===== src/hdl/rpa_pkg.sv =====
// Package of the register pool allocator: request and result types,
// opcodes, controller/datapath command and status types. Depends on nothing.
`default_nettype none

package rpa_pkg;

    localparam int NUM_REGS_DEF   = 8;
    localparam int COUNT_BITS_DEF = 8;
    // Width of the reload mask in a result.
    localparam int MASK_BITS      = 8;

    localparam logic [1:0] OP_ALLOC    = 2'd0;
    localparam logic [1:0] OP_FREE     = 2'd1;
    localparam logic [1:0] OP_FREE_ALL = 2'd2;

    typedef struct packed {
        logic [1:0] opcode;
        logic [2:0] target_reg;
    } t_req;

    typedef struct packed {
        logic [2:0] granted_reg;
        logic       spilled;
        logic       reloaded;
        logic [7:0] reload_mask;
        logic       overflow;
    } t_rsp;

    typedef struct packed {
        logic load;
        logic scan_step;
        logic spill;
        logic free_one;
        logic free_all_step;
    } t_cmd;

    typedef struct packed {
        logic cur_free;
        logic last;
    } t_stat;

endpackage

`default_nettype wire


===== src/hdl/rpa_ctrl.sv =====
// Controller of the register pool allocator: one-hot state machine that
// sequences the datapath. Depends on rpa_pkg.
`default_nettype none

module rpa_ctrl (
    input  wire logic         i_clk,
    input  wire logic         i_rst_n,
    input  wire logic         i_start,
    input  wire logic [1:0]   i_opcode,
    input  wire rpa_pkg::t_stat i_stat,
    output rpa_pkg::t_cmd     o_cmd,
    output logic              o_busy,
    output logic              o_done
);
    import rpa_pkg::*;

    typedef enum logic [5:0] {
        ST_IDLE  = 6'b000001,
        ST_SCAN  = 6'b000010,
        ST_SPILL = 6'b000100,
        ST_FREE  = 6'b001000,
        ST_FALL  = 6'b010000,
        ST_DONE  = 6'b100000
    } t_state;

    t_state r_state;
    t_state n_state;

    always_ff @(posedge i_clk) begin
        if (!i_rst_n) begin
            r_state <= ST_IDLE;
        end else begin
            r_state <= n_state;
        end
    end

    always_comb begin
        n_state = r_state;
        o_cmd   = '0;
        case (r_state)
            ST_IDLE: begin
                if (i_start) begin
                    o_cmd.load = 1'b1;
                    case (i_opcode)
                        OP_ALLOC:    n_state = ST_SCAN;
                        OP_FREE:     n_state = ST_FREE;
                        OP_FREE_ALL: n_state = ST_FALL;
                        default:     n_state = ST_DONE;
                    endcase
                end
            end
            ST_SCAN: begin
                o_cmd.scan_step = 1'b1;
                // A free register ends the scan at once; if the last one is busy too, fall back to a spill.
                if (i_stat.cur_free) begin
                    n_state = ST_DONE;
                end else if (i_stat.last) begin
                    n_state = ST_SPILL;
                end
            end
            ST_SPILL: begin
                o_cmd.spill = 1'b1;
                n_state     = ST_DONE;
            end
            ST_FREE: begin
                o_cmd.free_one = 1'b1;
                n_state        = ST_DONE;
            end
            ST_FALL: begin
                o_cmd.free_all_step = 1'b1;
                if (i_stat.last) begin
                    n_state = ST_DONE;
                end
            end
            ST_DONE: begin
                n_state = ST_IDLE;
            end
            default: begin
                n_state = ST_IDLE;
            end
        endcase
    end

    assign o_busy = (r_state != ST_IDLE);
    assign o_done = (r_state == ST_DONE);

endmodule

`default_nettype wire


===== src/hdl/rpa_dpath.sv =====
// Datapath of the register pool allocator: in-use bits, spill counts, scan
// index, minimum tracker and the result register. Depends on rpa_pkg.
`default_nettype none

module rpa_dpath #(
    parameter int NUM_REGS   = rpa_pkg::NUM_REGS_DEF,
    parameter int COUNT_BITS = rpa_pkg::COUNT_BITS_DEF
) (
    input  wire logic           i_clk,
    input  wire logic           i_rst_n,
    input  wire rpa_pkg::t_cmd  i_cmd,
    input  wire rpa_pkg::t_req  i_req,
    output rpa_pkg::t_stat      o_stat,
    output rpa_pkg::t_rsp       o_rsp
);
    import rpa_pkg::*;

    localparam int IW = $clog2(NUM_REGS);
    // Compare width wide enough for NUM_REGS, the 3-bit target and the mask size.
    localparam int TW = (IW > 3) ? IW + 1 : 4;
    localparam logic [COUNT_BITS-1:0] COUNT_MAX = '1;

    logic [NUM_REGS-1:0]   r_busy;
    logic [COUNT_BITS-1:0] r_cnt [NUM_REGS];
    logic [IW-1:0]         r_idx;
    logic [IW-1:0]         r_best;
    logic [COUNT_BITS-1:0] r_min;
    logic [IW-1:0]         r_tgt;
    logic                  r_tgt_ok;
    t_rsp                  r_rsp;

    logic [IW-1:0]         rd_idx;
    logic [COUNT_BITS-1:0] rd_cnt;
    logic                  rd_has_spill;
    logic                  cur_free;
    logic                  in_mask;

    // One count read port, shared by the scan, the single free and free-all.
    assign rd_idx       = i_cmd.free_one ? r_tgt : r_idx;
    assign rd_cnt       = r_cnt[rd_idx];
    assign rd_has_spill = (rd_cnt != '0);
    assign cur_free     = ~r_busy[r_idx];
    assign in_mask      = (TW'(r_idx) < TW'(MASK_BITS));

    assign o_stat.cur_free = cur_free;
    assign o_stat.last     = (r_idx == IW'(NUM_REGS - 1));
    assign o_rsp           = r_rsp;

    // Pool state.
    always_ff @(posedge i_clk) begin
        if (!i_rst_n) begin
            r_busy <= '0;
            for (int k = 0; k < NUM_REGS; k++) begin
                r_cnt[k] <= '0;
            end
        end else begin
            if (i_cmd.scan_step && cur_free) begin
                r_busy[r_idx] <= 1'b1;
            end
            if (i_cmd.spill && (r_min != COUNT_MAX)) begin
                r_cnt[r_best] <= r_min + COUNT_BITS'(1);
            end
            if ((i_cmd.free_one && r_tgt_ok) || i_cmd.free_all_step) begin
                if (rd_has_spill) begin
                    r_cnt[rd_idx] <= rd_cnt - COUNT_BITS'(1);
                end else begin
                    r_busy[rd_idx] <= 1'b0;
                end
            end
        end
    end

    // Per-request working registers and result.
    always_ff @(posedge i_clk) begin
        if (i_cmd.load) begin
            r_idx    <= '0;
            r_tgt    <= IW'(i_req.target_reg);
            r_tgt_ok <= (TW'(i_req.target_reg) < TW'(NUM_REGS));
            r_rsp    <= '0;
        end
        if (i_cmd.scan_step) begin
            if (cur_free) begin
                r_rsp.granted_reg <= 3'(r_idx);
            end
            // Strict compare keeps the lowest index among equal counts.
            if ((r_idx == '0) || (rd_cnt < r_min)) begin
                r_min  <= rd_cnt;
                r_best <= r_idx;
            end
            r_idx <= r_idx + IW'(1);
        end
        if (i_cmd.spill) begin
            if (r_min == COUNT_MAX) begin
                r_rsp.overflow <= 1'b1;
            end else begin
                r_rsp.granted_reg <= 3'(r_best);
                r_rsp.spilled     <= 1'b1;
            end
        end
        if (i_cmd.free_one && r_tgt_ok) begin
            r_rsp.reloaded <= rd_has_spill;
        end
        if (i_cmd.free_all_step) begin
            if (rd_has_spill && in_mask) begin
                r_rsp.reload_mask[3'(r_idx)] <= 1'b1;
            end
            r_idx <= r_idx + IW'(1);
        end
    end

endmodule

`default_nettype wire


===== src/hdl/register_pool_allocator_with_spill.sv =====
// Top level of the register pool allocator with spill counting.
// Depends on rpa_pkg, rpa_ctrl and rpa_dpath.
//
// Usage: drive i_req and raise start; the request is taken at an edge where
// start is high and busy is low. busy stays high until the result has been
// shown. The result appears on o_rsp for exactly one cycle with o_done high;
// the receiver cannot hold it off, so it must capture it in that cycle.
// Fields that do not apply to the operation read as zero.
//
// Sequence, from the accepting edge to the cycle with o_done high:
//   allocate: a scan from register 0 that stops at the lowest free one,
//             or runs over all NUM_REGS and then spills or overflows;
//   free one register: a single free step; free all: one step per register;
//   unused opcode: straight to the result.
// busy drops in the cycle after o_done, so a new request may follow in the
// cycle after the result. The scan over the pool runs one register per cycle
// through the single count read port.
//
// Reset (i_rst_n low at a clock edge) frees every register, clears every
// spill count and returns the controller to idle; it takes effect at once.
`default_nettype none

module register_pool_allocator_with_spill #(
    parameter int NUM_REGS   = rpa_pkg::NUM_REGS_DEF,
    parameter int COUNT_BITS = rpa_pkg::COUNT_BITS_DEF
) (
    input  wire logic          i_clk,
    input  wire logic          i_rst_n,
    input  wire logic          start,
    output logic               busy,
    input  wire rpa_pkg::t_req i_req,
    output logic               o_done,
    output rpa_pkg::t_rsp      o_rsp
);
    import rpa_pkg::*;

    t_cmd  cmd;
    t_stat stat;

    rpa_ctrl u_ctrl (
        .i_clk    (i_clk),
        .i_rst_n  (i_rst_n),
        .i_start  (start),
        .i_opcode (i_req.opcode),
        .i_stat   (stat),
        .o_cmd    (cmd),
        .o_busy   (busy),
        .o_done   (o_done)
    );

    rpa_dpath #(
        .NUM_REGS   (NUM_REGS),
        .COUNT_BITS (COUNT_BITS)
    ) u_dpath (
        .i_clk   (i_clk),
        .i_rst_n (i_rst_n),
        .i_cmd   (cmd),
        .i_req   (i_req),
        .o_stat  (stat),
        .o_rsp   (o_rsp)
    );

endmodule

`default_nettype wire


===== config.mk =====
export PLATFORM = sky130hd
export DESIGN_NAME = register_pool_allocator_with_spill
export DESIGN_NICKNAME = d
export VERILOG_FILES = /design/src/hdl/rpa_pkg.sv /design/src/hdl/rpa_ctrl.sv /design/src/hdl/rpa_dpath.sv /design/src/hdl/register_pool_allocator_with_spill.sv
export SDC_FILE = /design/constraint.sdc
export NUM_CORES = 1
export LEC_CHECK = 0
export ABC_AREA = 1
export BUFFER_PORTS_ARGS = -buffer_cell sky130_fd_sc_hd__buf_4
export CORE_MARGIN = 4
export CORE_UTILIZATION = 55
export DETAILED_ROUTE_END_ITERATION = 6
export GPL_TIMING_DRIVEN = 0
export PLACE_DENSITY_LB_ADDON = 0.2
export SLEW_MARGIN = 15
export SYNTH_ARGS = -nofsm -noshare
export SYNTH_HDL_FRONTEND = slang
export SYNTH_SLANG_ARGS = --single-unit

===== constraint.sdc =====
create_clock -name i_clk -period 10.7 [get_ports i_clk]
set_clock_uncertainty 0.15 [all_clocks]
set_input_delay 3.21 -clock i_clk [delete_from_list [all_inputs] [get_ports i_clk]]
set_output_delay 3.21 -clock i_clk [all_outputs]
set_load 0.05 [all_outputs]

==> results.json, run 1 <==
{
  "fin_crit_sh_pct": 49.85,
  "rsz0062_at_grt": "false",
  "dp_hpwl_um": 10270,
  "drv_cap": 0,
  "dp_worst_setup_slack_ps": 5604,
  "dr.first_iter.drc_count": 273,
  "io_pins": 24,
  "hold_viol": 0,
  "crit_start": "u_ctrl.r_state[4]",
  "wirelength_um": 13690,
  "cts_hold_buf": 0,
  "synth_area_leaders": "edfxtp_1 (41%), nand2_1 (9.3%), dfxtp_1 (9.0%)",
  "fp.dieArea_um2": 12640,
  "ys_types": 44,
  "antenna_found_initial": 0,
  "ys.warnings.count": 0,
  "ir_drop_mv": 0.1109,
  "cts_tree": "done",
  "yosysTopAreaCell": "edfxtp_1",
  "fin_util_pct": 62.38,
  "gp_congestion": 0.8972,
  "critPathArrivalTime_ps": 1970,
  "worst_pin_slew_ps": 902.9,
  "io_buffers": 23,
  "grt_usage_pct": 22.91,
  "final.setup.tns_ps": 0,
  "dr.pass1.iters": 7,
  "p_clk_share_pct": 16.6,
  "fin_crit_ps": 5334,
  "drive_gt1_share_pct": 18.48,
  "status": "complete, but fails checks",
  "die_w_um": 112.4,
  "fillCellCount": 885,
  "seq_area_frac_synth_pct": 50.07,
  "clkTransAtPathRegs_ps": 90,
  "grt.overflow.total": 0,
  "cts-root-buf": "clkbuf_8",
  "wire_per_inst_um": 16.20,
  "end_kind": "output pin",
  "setup_violations": 0,
  "postRouteAntennaNets": 0,
  "critPathSlowestCell": "nor4_1",
  "crit_type": "flop to output pin",
  "cp-start-kind": "flop",
  "hold_start": "u_dpath.o_rsp[10]",
  "endpoint": "busy",
  "path_delay_family": "simple AND/OR/NAND/NOR gates",
  "n_antenna_cell": 0,
  "synth_flop_cell": "edfxtp_1",
  "dpl.cell_count": 829,
  "synth_area_um2": 5997,
  "worst-path-stages": 5,
  "avgSynthCellArea_um2": 8.951,
  "switchingPower_mw": 0.6449,
  "p_leak_nw": 2.977,
  "fmax_ghz": 0.1875,
  "path_cells": "nor2_4 > inv_1 > nor4_1 > inv_1 > buf_4",
  "violations": "design-rule violations",
  "synth_edf_count": 82,
  "htree_levels": 3,
  "syn_inst": 670,
  "nets": 724,
  "drc": 11,
  "power.internal_mw": 0.8141,
  "final_cells": 845,
  "cts_made_buffers": 9,
  "via_count": 4559,
  "via_per_inst": 5.395,
  "power_density_nw_per_um2": 223.6,
  "r2r_cells": 21,
  "clock_latency_ps": 370,
  "core-area_um2": 10460,
  "crit_path_max_incr_delay_ps": 430,
  "crit_buf_inv": 3,
  "r2r_slack_ps": 6380,
  "final-max-slew-violation-count": 0,
  "areaGrowthSynthToFinish_pct": 8.825,
  "grt_pass1_wl_um": 22860,
  "slew_headroom_pct": 39.41,
  "cp_common_cell": "inv_1",
  "cts.sinks": 109,
  "ys_ff_latch": 109,
  "cts_resized": 0,
  "hp-class": "flop to flop",
  "postCtsSetupBuffers": 0,
  "worstPathRequired_ps": 7340,
  "path_max_fanout": 9,
  "r2r_start": "u_dpath.r_idx[0]",
  "grt_pass1_vias": 4522,
  "power_switching_share_pct": 44.20,
  "rows": 37,
  "r2r-end": "u_dpath.r_cnt[2][4]",
  "cts.path.max_buffers": 2,
  "synth-async-reset-ratio_pct": 0,
  "synth_fp_nets": 690,
  "power_frac_comb_pct": 46.9,
  "setup_ws_ps": 5366,
  "die_h_um": 112.4,
  "grt_max_degree": 17,
  "p_seq_share_pct": 36.5,
  "synth_top_area_share_pct": 41.06,
  "initial_core_util_pct": 57.32
}
==> cell families (layout without fill, tap and decap cells) <==
family / Yosys count / in the layout / synth area share, %
xor+xnor: 8 / 8 / 1.168
simple gates: 381 / 381 / 32.65
compound gates: 50 / 50 / 5.780
fa+ha+maj: 12 / 12 / 2.504
flops: 109 / 109 / 50.07
buf+inv: 110 / 149 / 7.824
==> worst min-delay path by stage <==
stage,slack (ps),to,cells past startpoint
after floorplan,300,u_dpath.r_best[1],0
final,320,u_dpath.o_rsp[10],2
after global placement,290,u_dpath.o_rsp[10],2
after global routing,340,u_dpath.o_rsp[6],1
after detailed placement,300,u_dpath.o_rsp[4],2
after CTS,320,u_dpath.o_rsp[4],2
==> worst reg2reg max path, cell delays in order (launching register included) <==
cell and delay [ps]:
edfxtp_1 570, inv_1 300, nand2_2 120, nand2_4 150, buf_6 170, buf_2 240, nor2_1 60, o21ai_0 160
a21oi_1 90, nor2_1 380, inv_1 90, ha_1 240, nand2_2 120, nor2_4 50, nand3_2 90, nand2_2 80
buf_6 150, nand2_1 80, nand2_2 100, nor2_4 170, nand2_4 120, nand2_1 320
==> through the flow <==
stage	hold slack, ps	total power, mW	cell area, µm²
2_1_floorplan	298.6	1.044	5997
3_3_place_gp	285.5	1.197	6340
3_5_place_dp	296.5	1.219	6340
4_1_cts	319.7	1.459	6523
5_1_grt	340.1	1.556	6526
6_report	316.9	1.459	6526
==> synthesized netlist by cell type, types with 6 or more instances <==
| cell | n |
|---|---|
| o21ai_0 | 12 |
| inv_1 | 90 |
| nor2_4 | 17 |
| buf_6 | 6 |
| nand4_1 | 13 |
| nor2_2 | 10 |
| ha_1 | 12 |
| nand2_4 | 16 |
| nor2_1 | 80 |
| edfxtp_1 | 82 |
| a21oi_1 | 6 |
| nand2_1 | 149 |
| o31ai_1 | 6 |
| nor3_1 | 7 |
| dfxtp_1 | 27 |
| nand3_1 | 51 |
| nand2_2 | 21 |
| xor2_1 | 7 |
| o211ai_1 | 7 |
==> power groups by stage <==
stage                     registers [mW]  logic [mW]  clock network, mW
after global routing               0.537       0.752              0.267
after detailed placement           0.542       0.677                  0
after CTS                          0.532       0.681              0.246
after floorplan                    0.560       0.483                  0
final                              0.532       0.684              0.243
after global placement             0.540       0.658                  0
==> final cells by class <==
type	count	area, µm²	area share, %
multi-input combinational	451	2529	38.75
buffer	15	112.6	1.725
timing repair buffer	23	172.7	2.646
clock buffer	12	135.1	2.071
clock inverter	4	47.55	0.7285
tap	136	170.2	2.607
sequential	109	3003	46.01
inverter	95	356.6	5.464
==> state kept, by name, summed over array words and instances (netlist names) <==
name / flops
u_dpath.r_cnt: 64
u_dpath.r_best: 3
u_dpath.o_rsp: 14
u_dpath.r_busy: 8
u_dpath.r_idx: 3
u_dpath.r_tgt: 3
u_dpath.r_min: 8
u_ctrl.r_state: 6
==> cells in the final DEF, fill, tap and decap left out, drive strengths merged, types with 3 or more instances in the layout <==
| cell | n |
|---|---|
| nand4 | 15 |
| nor4 | 4 |
| nand3 | 56 |
| o211ai | 7 |
| buf | 34 |
| xor2 | 7 |
| o21ai | 19 |
| nand2 | 186 |
| nor3 | 7 |
| ha | 12 |
| edfxtp | 82 |
| a21oi | 7 |
| nor2 | 108 |
| clkbuf | 16 |
| dfxtp | 27 |
| o22ai | 3 |
| inv | 96 |
| o31ai | 6 |
==> routing by layer <==
| layer | global-route usage, % | vias to the layer above | wire length, µm |
|---|---|---|---|
| met5 | 0 | - | 0 |
| met4 | 11.46 | 0 | 565 |
| met3 | 3.127 | 31 | 950 |
| met2 | 36.67 | 176 | 6358 |
| met1 | 30.66 | 2085 | 5817 |
| li1 | - | 2267 | - |
Power figures use the tool's default switching activity.
==> run 2: changes to the inputs <==
--- a/config.mk
+++ b/config.mk
@@ -5,7 +5,7 @@
 export SDC_FILE = /design/constraint.sdc
 export NUM_CORES = 1
 export LEC_CHECK = 0
-export ABC_AREA = 1
+export ABC_AREA = 0
 export BUFFER_PORTS_ARGS = -buffer_cell sky130_fd_sc_hd__buf_4
 export CORE_MARGIN = 4
 export CORE_UTILIZATION = 55
==> constraint.sdc (replaced) <==
create_clock -name i_clk -period 4.65 [get_ports i_clk]
set_clock_uncertainty 0.15 [all_clocks]
set_input_delay 1.395 -clock i_clk [delete_from_list [all_inputs] [get_ports i_clk]]
set_output_delay 1.395 -clock i_clk [all_outputs]
set_load 0.05 [all_outputs]
==> run 2 against run 1 <==
  * Cell count shrank 12%
  * Largest power group is now sequential cells
  * Final area is essentially flat
  * Critical path type is now flop to flop
  * Sequential power grew 110%
  * The flow now finishes without violations
==> results.json, run 2 <==
{
  "core-area_um2": 10320,
  "yosys-top-cells-count": "edfxtp_1 (82), nor2_1 (78), nand2_1 (38), dfxtp_1 (27), o21ai_0 (27)",
  "n_antenna_cell": 0,
  "synth-async-reset-ratio_pct": 0,
  "dp_worst_setup_slack_ps": -780.5,
  "grt_pass1_wl_um": 24450,
  "hold_start": "u_dpath.o_rsp[10]",
  "via_per_inst": 6.245,
  "power_density_nw_per_um2": 383.4,
  "fp.dieArea_um2": 12260,
  "grt.overflow.total": 0,
  "wire_per_inst_um": 21.03,
  "grt_max_degree": 22,
  "cts_made_buffers": 9,
  "synth_area_um2": 5804,
  "hp-class": "flop to flop",
  "grt_usage_pct": 25.61,
  "clock_latency_ps": 410,
  "die_h_um": 110.7,
  "r2r-end": "u_dpath.r_cnt[5][5]",
  "gp_congestion": 0.9391,
  "fin_util_pct": 63.25,
  "syn_inst": 555,
  "cts.path.max_buffers": 2,
  "seq_area_frac_synth_pct": 51.74,
  "whs_endpoint": "u_dpath.o_rsp[10]",
  "worstPathRequired_ps": 4590,
  "synth_top_area_share_pct": 42.42,
  "status": "complete, no violations",
  "r2r_slack_ps": 290,
  "dr.first_iter.drc_count": 553,
  "antenna_found_initial": 0,
  "largest_register": "u_dpath.r_cnt",
  "drv_cap": 0,
  "dp_hpwl_um": 11410,
  "areaGrowthSynthToFinish_pct": 12.50,
  "die_w_um": 110.7,
  "cp-start-kind": "flop",
  "fin_crit_ps": 4359,
  "largest_reg_flops": 64,
  "final-max-slew-violation-count": 0,
  "postRouteAntennaNets": 0,
  "wirelength_um": 15560,
  "cts_hold_buf": 0,
  "initial_core_util_pct": 56.22,
  "yosysTopAreaCell": "edfxtp_1",
  "synth_edf_count": 82,
  "most-common-layout-cells": "edfxtp_1 (82), nor2_1 (77), buf_4 (32)",
  "crit_start": "u_ctrl.r_state[1]",
  "hold_depth": 1,
  "drive_gt1_share_pct": 18.38,
  "io_buffers": 23,
  "hold_viol": 0,
  "path_max_fanout": 10,
  "p_leak_nw": 2.445,
  "drc": 0,
  "r2r_cells": 14,
  "setup_violations": 0,
  "worst_pin_slew_ps": 1183,
  "htree_levels": 3,
  "nets": 619,
  "final_common_cell": "edfxtp_1",
  "critPathArrivalTime_ps": 4300,
  "ir_drop_mv": 0.2863,
  "dr.pass1.iters": 6,
  "grt_pass1_vias": 4535,
  "synth_most_common_cell": "edfxtp_1",
  "ys_ff_latch": 109,
  "rows": 37,
  "cts_tree": "done",
  "synth_area_leaders": "edfxtp_1 (42%), dfxtp_1 (9.3%), nor2_1 (5.0%)",
  "crit_type": "flop to flop",
  "clkTransAtPathRegs_ps": 110,
  "fillCellCount": 849,
  "end_kind": "flop",
  "cts.sinks": 109,
  "slew_headroom_pct": 20.27,
  "via_count": 4621,
  "fin_crit_sh_pct": 93.74,
  "ys.warnings.count": 0,
  "cts-root-buf": "clkbuf_8",
  "synth_flop_cell": "edfxtp_1",
  "avgSynthCellArea_um2": 10.46,
  "r2r_start": "u_ctrl.r_state[1]",
  "synth_fp_nets": 575,
  "setup_ws_ps": 290.9,
  "fmax_ghz": 0.2294,
  "ys_types": 74,
  "io_pins": 24
}
==> run 2: metal layers <==
metal / GRT usage (%) / vias to the layer above / wire length (µm)
met4: 10.59 / 0 / 534
met1: 31.92 / 2250 / 6480
met3: 5.622 / 40 / 926
li1: - / 2156 / -
met2: 43.12 / 175 / 7619
met5: 0 / - / 0
==> run 2: layout make-up <==
cell class	instances	area (µm²)	share of cell area [%]
plain buffers	23	110.1	1.686
clock buffers	9	123.9	1.897
multi-input cells	397	2693	41.23
flip-flops and latches	109	3003	45.99
well taps	136	170.2	2.606
inverters	26	97.59	1.495
repair buffers	33	260.3	3.985
clock inverters	7	72.57	1.111
==> run 2: cells by family (layout without fill, tap and decap cells) <==
group           Yosys count  after routing  share of synthesized area (%)
compound gates          136            136                          18.58
xor+xnor                  8              8                          1.207
simple gates            228            228                          20.11
flops                   109            109                          51.74
mux                      13             13                          2.307
fa+ha+maj                12             12                          2.587
buf+inv                  49             98                          3.471
==> run 2: worst max-delay path by stage <==
stage                                to  slack (ps)  cells past startpoint
finish              u_dpath.r_cnt[5][5]         290                     14
CTS                 u_dpath.r_cnt[1][6]          10                     14
floorplan             u_dpath.r_best[0]         440                     14
global placement       u_dpath.r_min[0]        -710                     14
detailed placement     u_dpath.r_min[0]        -780                     14
global route        u_dpath.r_cnt[6][6]          -5                     14
==> run 2: power by group <==
part | switching [mW] | internal [mW] | total (mW)
combinational | 0.532 | 0.261 | 0.794
sequential | 0.0335 | 1.10 | 1.13
clock | 0.367 | 0.212 | 0.578
total | 0.932 | 1.57 | 2.50
==> run 2: worst max-delay path, cell delays in order (launching register included) <==
cell	delay [ps]
dfxtp_1	400
nor4_4	360
buf_2	300
nand3_2	220
clkbuf_1	290
and3_1	220
o21ai_0	220
o2111a_1	320
ha_1	200
inv_1	100
nor3_4	300
a21oi_4	120
buf_6	240
a31oi_4	360
nand2_2	230
==> run 2: per-stage QoR <==
step | std cells | instance area (µm²) | setup TNS (ps) | power (mW) | hold WS (ps)
after floorplan | 555 | 5804 | 0 | 1.660 | 302.3
after global placement | 714 | 6147 | -53950 | 1.853 | 287.8
after detailed placement | 714 | 6147 | -65710 | 1.871 | 296.1
after CTS | 732 | 6417 | 0 | 2.466 | 317.9
after global routing | 740 | 6530 | -21.46 | 2.611 | 343.6
final | 740 | 6530 | 0 | 2.504 | 318.9
==> run 2: timing repair <==
item,in CTS,in global routing
pin swaps,1,4
gates resized for setup,15,15
endpoints found under the hold margin,0,0
buffers inserted,2,8
endpoints found under the setup margin,146,137
==> run 3: changes to the inputs <==
--- a/config.mk
+++ b/config.mk
@@ -9,9 +9,11 @@
 export BUFFER_PORTS_ARGS = -buffer_cell sky130_fd_sc_hd__buf_4
 export CORE_MARGIN = 4
 export CORE_UTILIZATION = 55
+export CTS_BUF_LIST = sky130_fd_sc_hd__clkbuf_4 sky130_fd_sc_hd__clkbuf_8 sky130_fd_sc_hd__clkbuf_16
 export DETAILED_ROUTE_END_ITERATION = 6
 export GPL_TIMING_DRIVEN = 0
 export PLACE_DENSITY_LB_ADDON = 0.2
+export SETUP_SLACK_MARGIN = 0.5
 export SLEW_MARGIN = 15
 export SYNTH_ARGS = -nofsm -noshare
 export SYNTH_HDL_FRONTEND = slang
==> run 3 against run 2 <==
  * Setup slack improved by 330 ps
  * Sequential share of layout area shrank 2.2 points
  * Non-clock buffer count grew 22
  * Critical endpoint is now u_dpath.r_cnt[2][4]
  * Largest power group unchanged
==> results.json, run 3 (same netlist as run 2, synthesis figures left out) <==
{
  "via_per_inst": 6.378,
  "setup_violations": 0,
  "cts.sinks": 109,
  "hold_viol": 0,
  "r2r_slack_ps": 620,
  "path_max_fanout": 8,
  "fp.dieArea_um2": 12260,
  "cts-root-buf": "clkbuf_8",
  "dr.pass1.iters": 5,
  "final_common_cell": "edfxtp_1",
  "final_cells": 762,
  "drv_cap": 0,
  "nets": 641,
  "drive_gt1_share_pct": 24.76,
  "cts_tree": "done",
  "fin_crit_sh_pct": 86.68,
  "clock_latency_ps": 410,
  "path_cells": "or4_4 > buf_8 > nor3_4 > nor2_4 > buf_4 > a31oi_1 > o221ai_2 > ha_1 > inv_1 > nor3_4 > a21oi_4 > mux2i_2 > nor2_1",
  "slew_headroom_pct": 15.52,
  "final-max-slew-violation-count": 0,
  "worstPathRequired_ps": 4650,
  "grt_usage_pct": 26.01,
  "gp_congestion": 0.9450,
  "wl_met1_um": 6716,
  "crit_path_max_incr_delay_ps": 640,
  "most-common-layout-cells": "edfxtp_1 (82), nor2_1 (77), buf_4 (53)",
  "areaGrowthSynthToFinish_pct": 18.45,
  "largest_register": "u_dpath.r_cnt",
  "critPathSlowestCell": "or4_4",
  "p_leak_nw": 2.621,
  "rows": 37,
  "rsz0062_at_grt": "true",
  "status": "complete, no violations",
  "power_density_nw_per_um2": 384.4,
  "grt_pass1_wl_um": 24830,
  "wire_per_inst_um": 21.25,
  "hp-class": "flop to flop",
  "io_pins": 24,
  "fillCellCount": 802,
  "dr.first_iter.drc_count": 640,
  "clkTransAtPathRegs_ps": 110,
  "ir_drop_mv": 0.2768,
  "dp_hpwl_um": 11070,
  "route.met2.wl_um": 7742,
  "grt_max_degree": 20,
  "hold_slack_ps": 319.5,
  "die_w_um": 110.7,
  "antenna_found_initial": 0,
  "crit_type": "flop to flop",
  "initial_core_util_pct": 56.22,
  "cp_common_cell": "nor3_4",
  "dpl.cell_count": 714,
  "htree_levels": 3,
  "core-area_um2": 10320,
  "fin_util_pct": 66.60,
  "drc": 0,
  "io_buffers": 23,
  "die_h_um": 110.7,
  "postRouteAntennaNets": 0,
  "cts_hold_buf": 0,
  "cts.path.max_buffers": 2,
  "largest_reg_flops": 64,
  "met3_wirelength_um": 1140,
  "n_antenna_cell": 0,
  "grt_pass1_vias": 4471,
  "worst_pin_slew_ps": 1254,
  "grt.overflow.total": 0,
  "fmax_ghz": 0.2481,
  "fin_crit_ps": 4031,
  "cp-start-kind": "flop",
  "wirelength_um": 16190,
  "end_kind": "flop",
  "critPathArrivalTime_ps": 4030,
  "highest_layer": "met4",
  "cts_made_buffers": 9,
  "via_count": 4860
}
## run 3: changes by cell type in the layout (fill, tap and decap cells not counted), sizes merged
cell,previous run,this run
clkinv,2,3
clkbuf,28,27
buf,37,60
clkinvlp,1,0
bufinv,0,1
inv,30,29
## run 3: routing by layer
layer	vias up	global-route usage (%)
li1	2206	-
met1	2396	34.36
met2	211	41.38
met3	47	6.332
met4	0	10.34
met5	-	0
## run 3: layout make-up
class,instances,area [µm²],area share (%)
timing repair buffer,55,437.9,6.369
sequential,109,3009,43.77
inverter,26,97.59,1.419
multi-input combinational,397,2824,41.07
clock inverter,7,80.08,1.165
tap,136,170.2,2.475
clock buffer,9,123.9,1.802
buffer,23,132.6,1.929
## run 3: through the flow
step,area [µm²],power [mW],worst slack [ps],TNS (ps)
after floorplan,5811,1.663,635.0,0
after global placement,6153,1.855,-638.6,-55570
after detailed placement,6153,1.866,-773.1,-67250
after CTS,6643,2.546,475.8,0
after global routing,6875,2.752,471.0,0
final,6875,2.643,619.3,0
## run 3: repair_timing
item / 4_1_cts / 5_1_grt
gates resized for setup: 36 / 39
endpoints found under the setup margin: 156 / 151
gates cloned: 0 / 1
pin swaps: 9 / 10
setup buffers: 19 / 12
## run 3: final timing paths
check                    startpoint  cells after the start             endpoint
setup / recovery  u_ctrl.r_state[0]                     13  u_dpath.r_cnt[2][4]
hold / removal     u_dpath.o_rsp[8]                      2     u_dpath.o_rsp[8]
setup reg to reg  u_ctrl.r_state[0]                     13  u_dpath.r_cnt[2][4]
hold reg to reg    u_dpath.o_rsp[8]                      2     u_dpath.o_rsp[8]
## run 3: critical path, delay by kind of cell (launching register included)
family          cells  cell delay, ps
buf+inv             3             520
mux                 1             580
simple gates        5            1180
fa+ha+maj           1             240
flops               1             380
compound gates      3             710
## run 3: power by group
| part | internal (mW) | total [mW] | switching (mW) |
|---|---|---|---|
| Combinational | 0.321 | 0.894 | 0.573 |
| Sequential | 1.10 | 1.14 | 0.0350 |
| Clock | 0.258 | 0.614 | 0.356 |
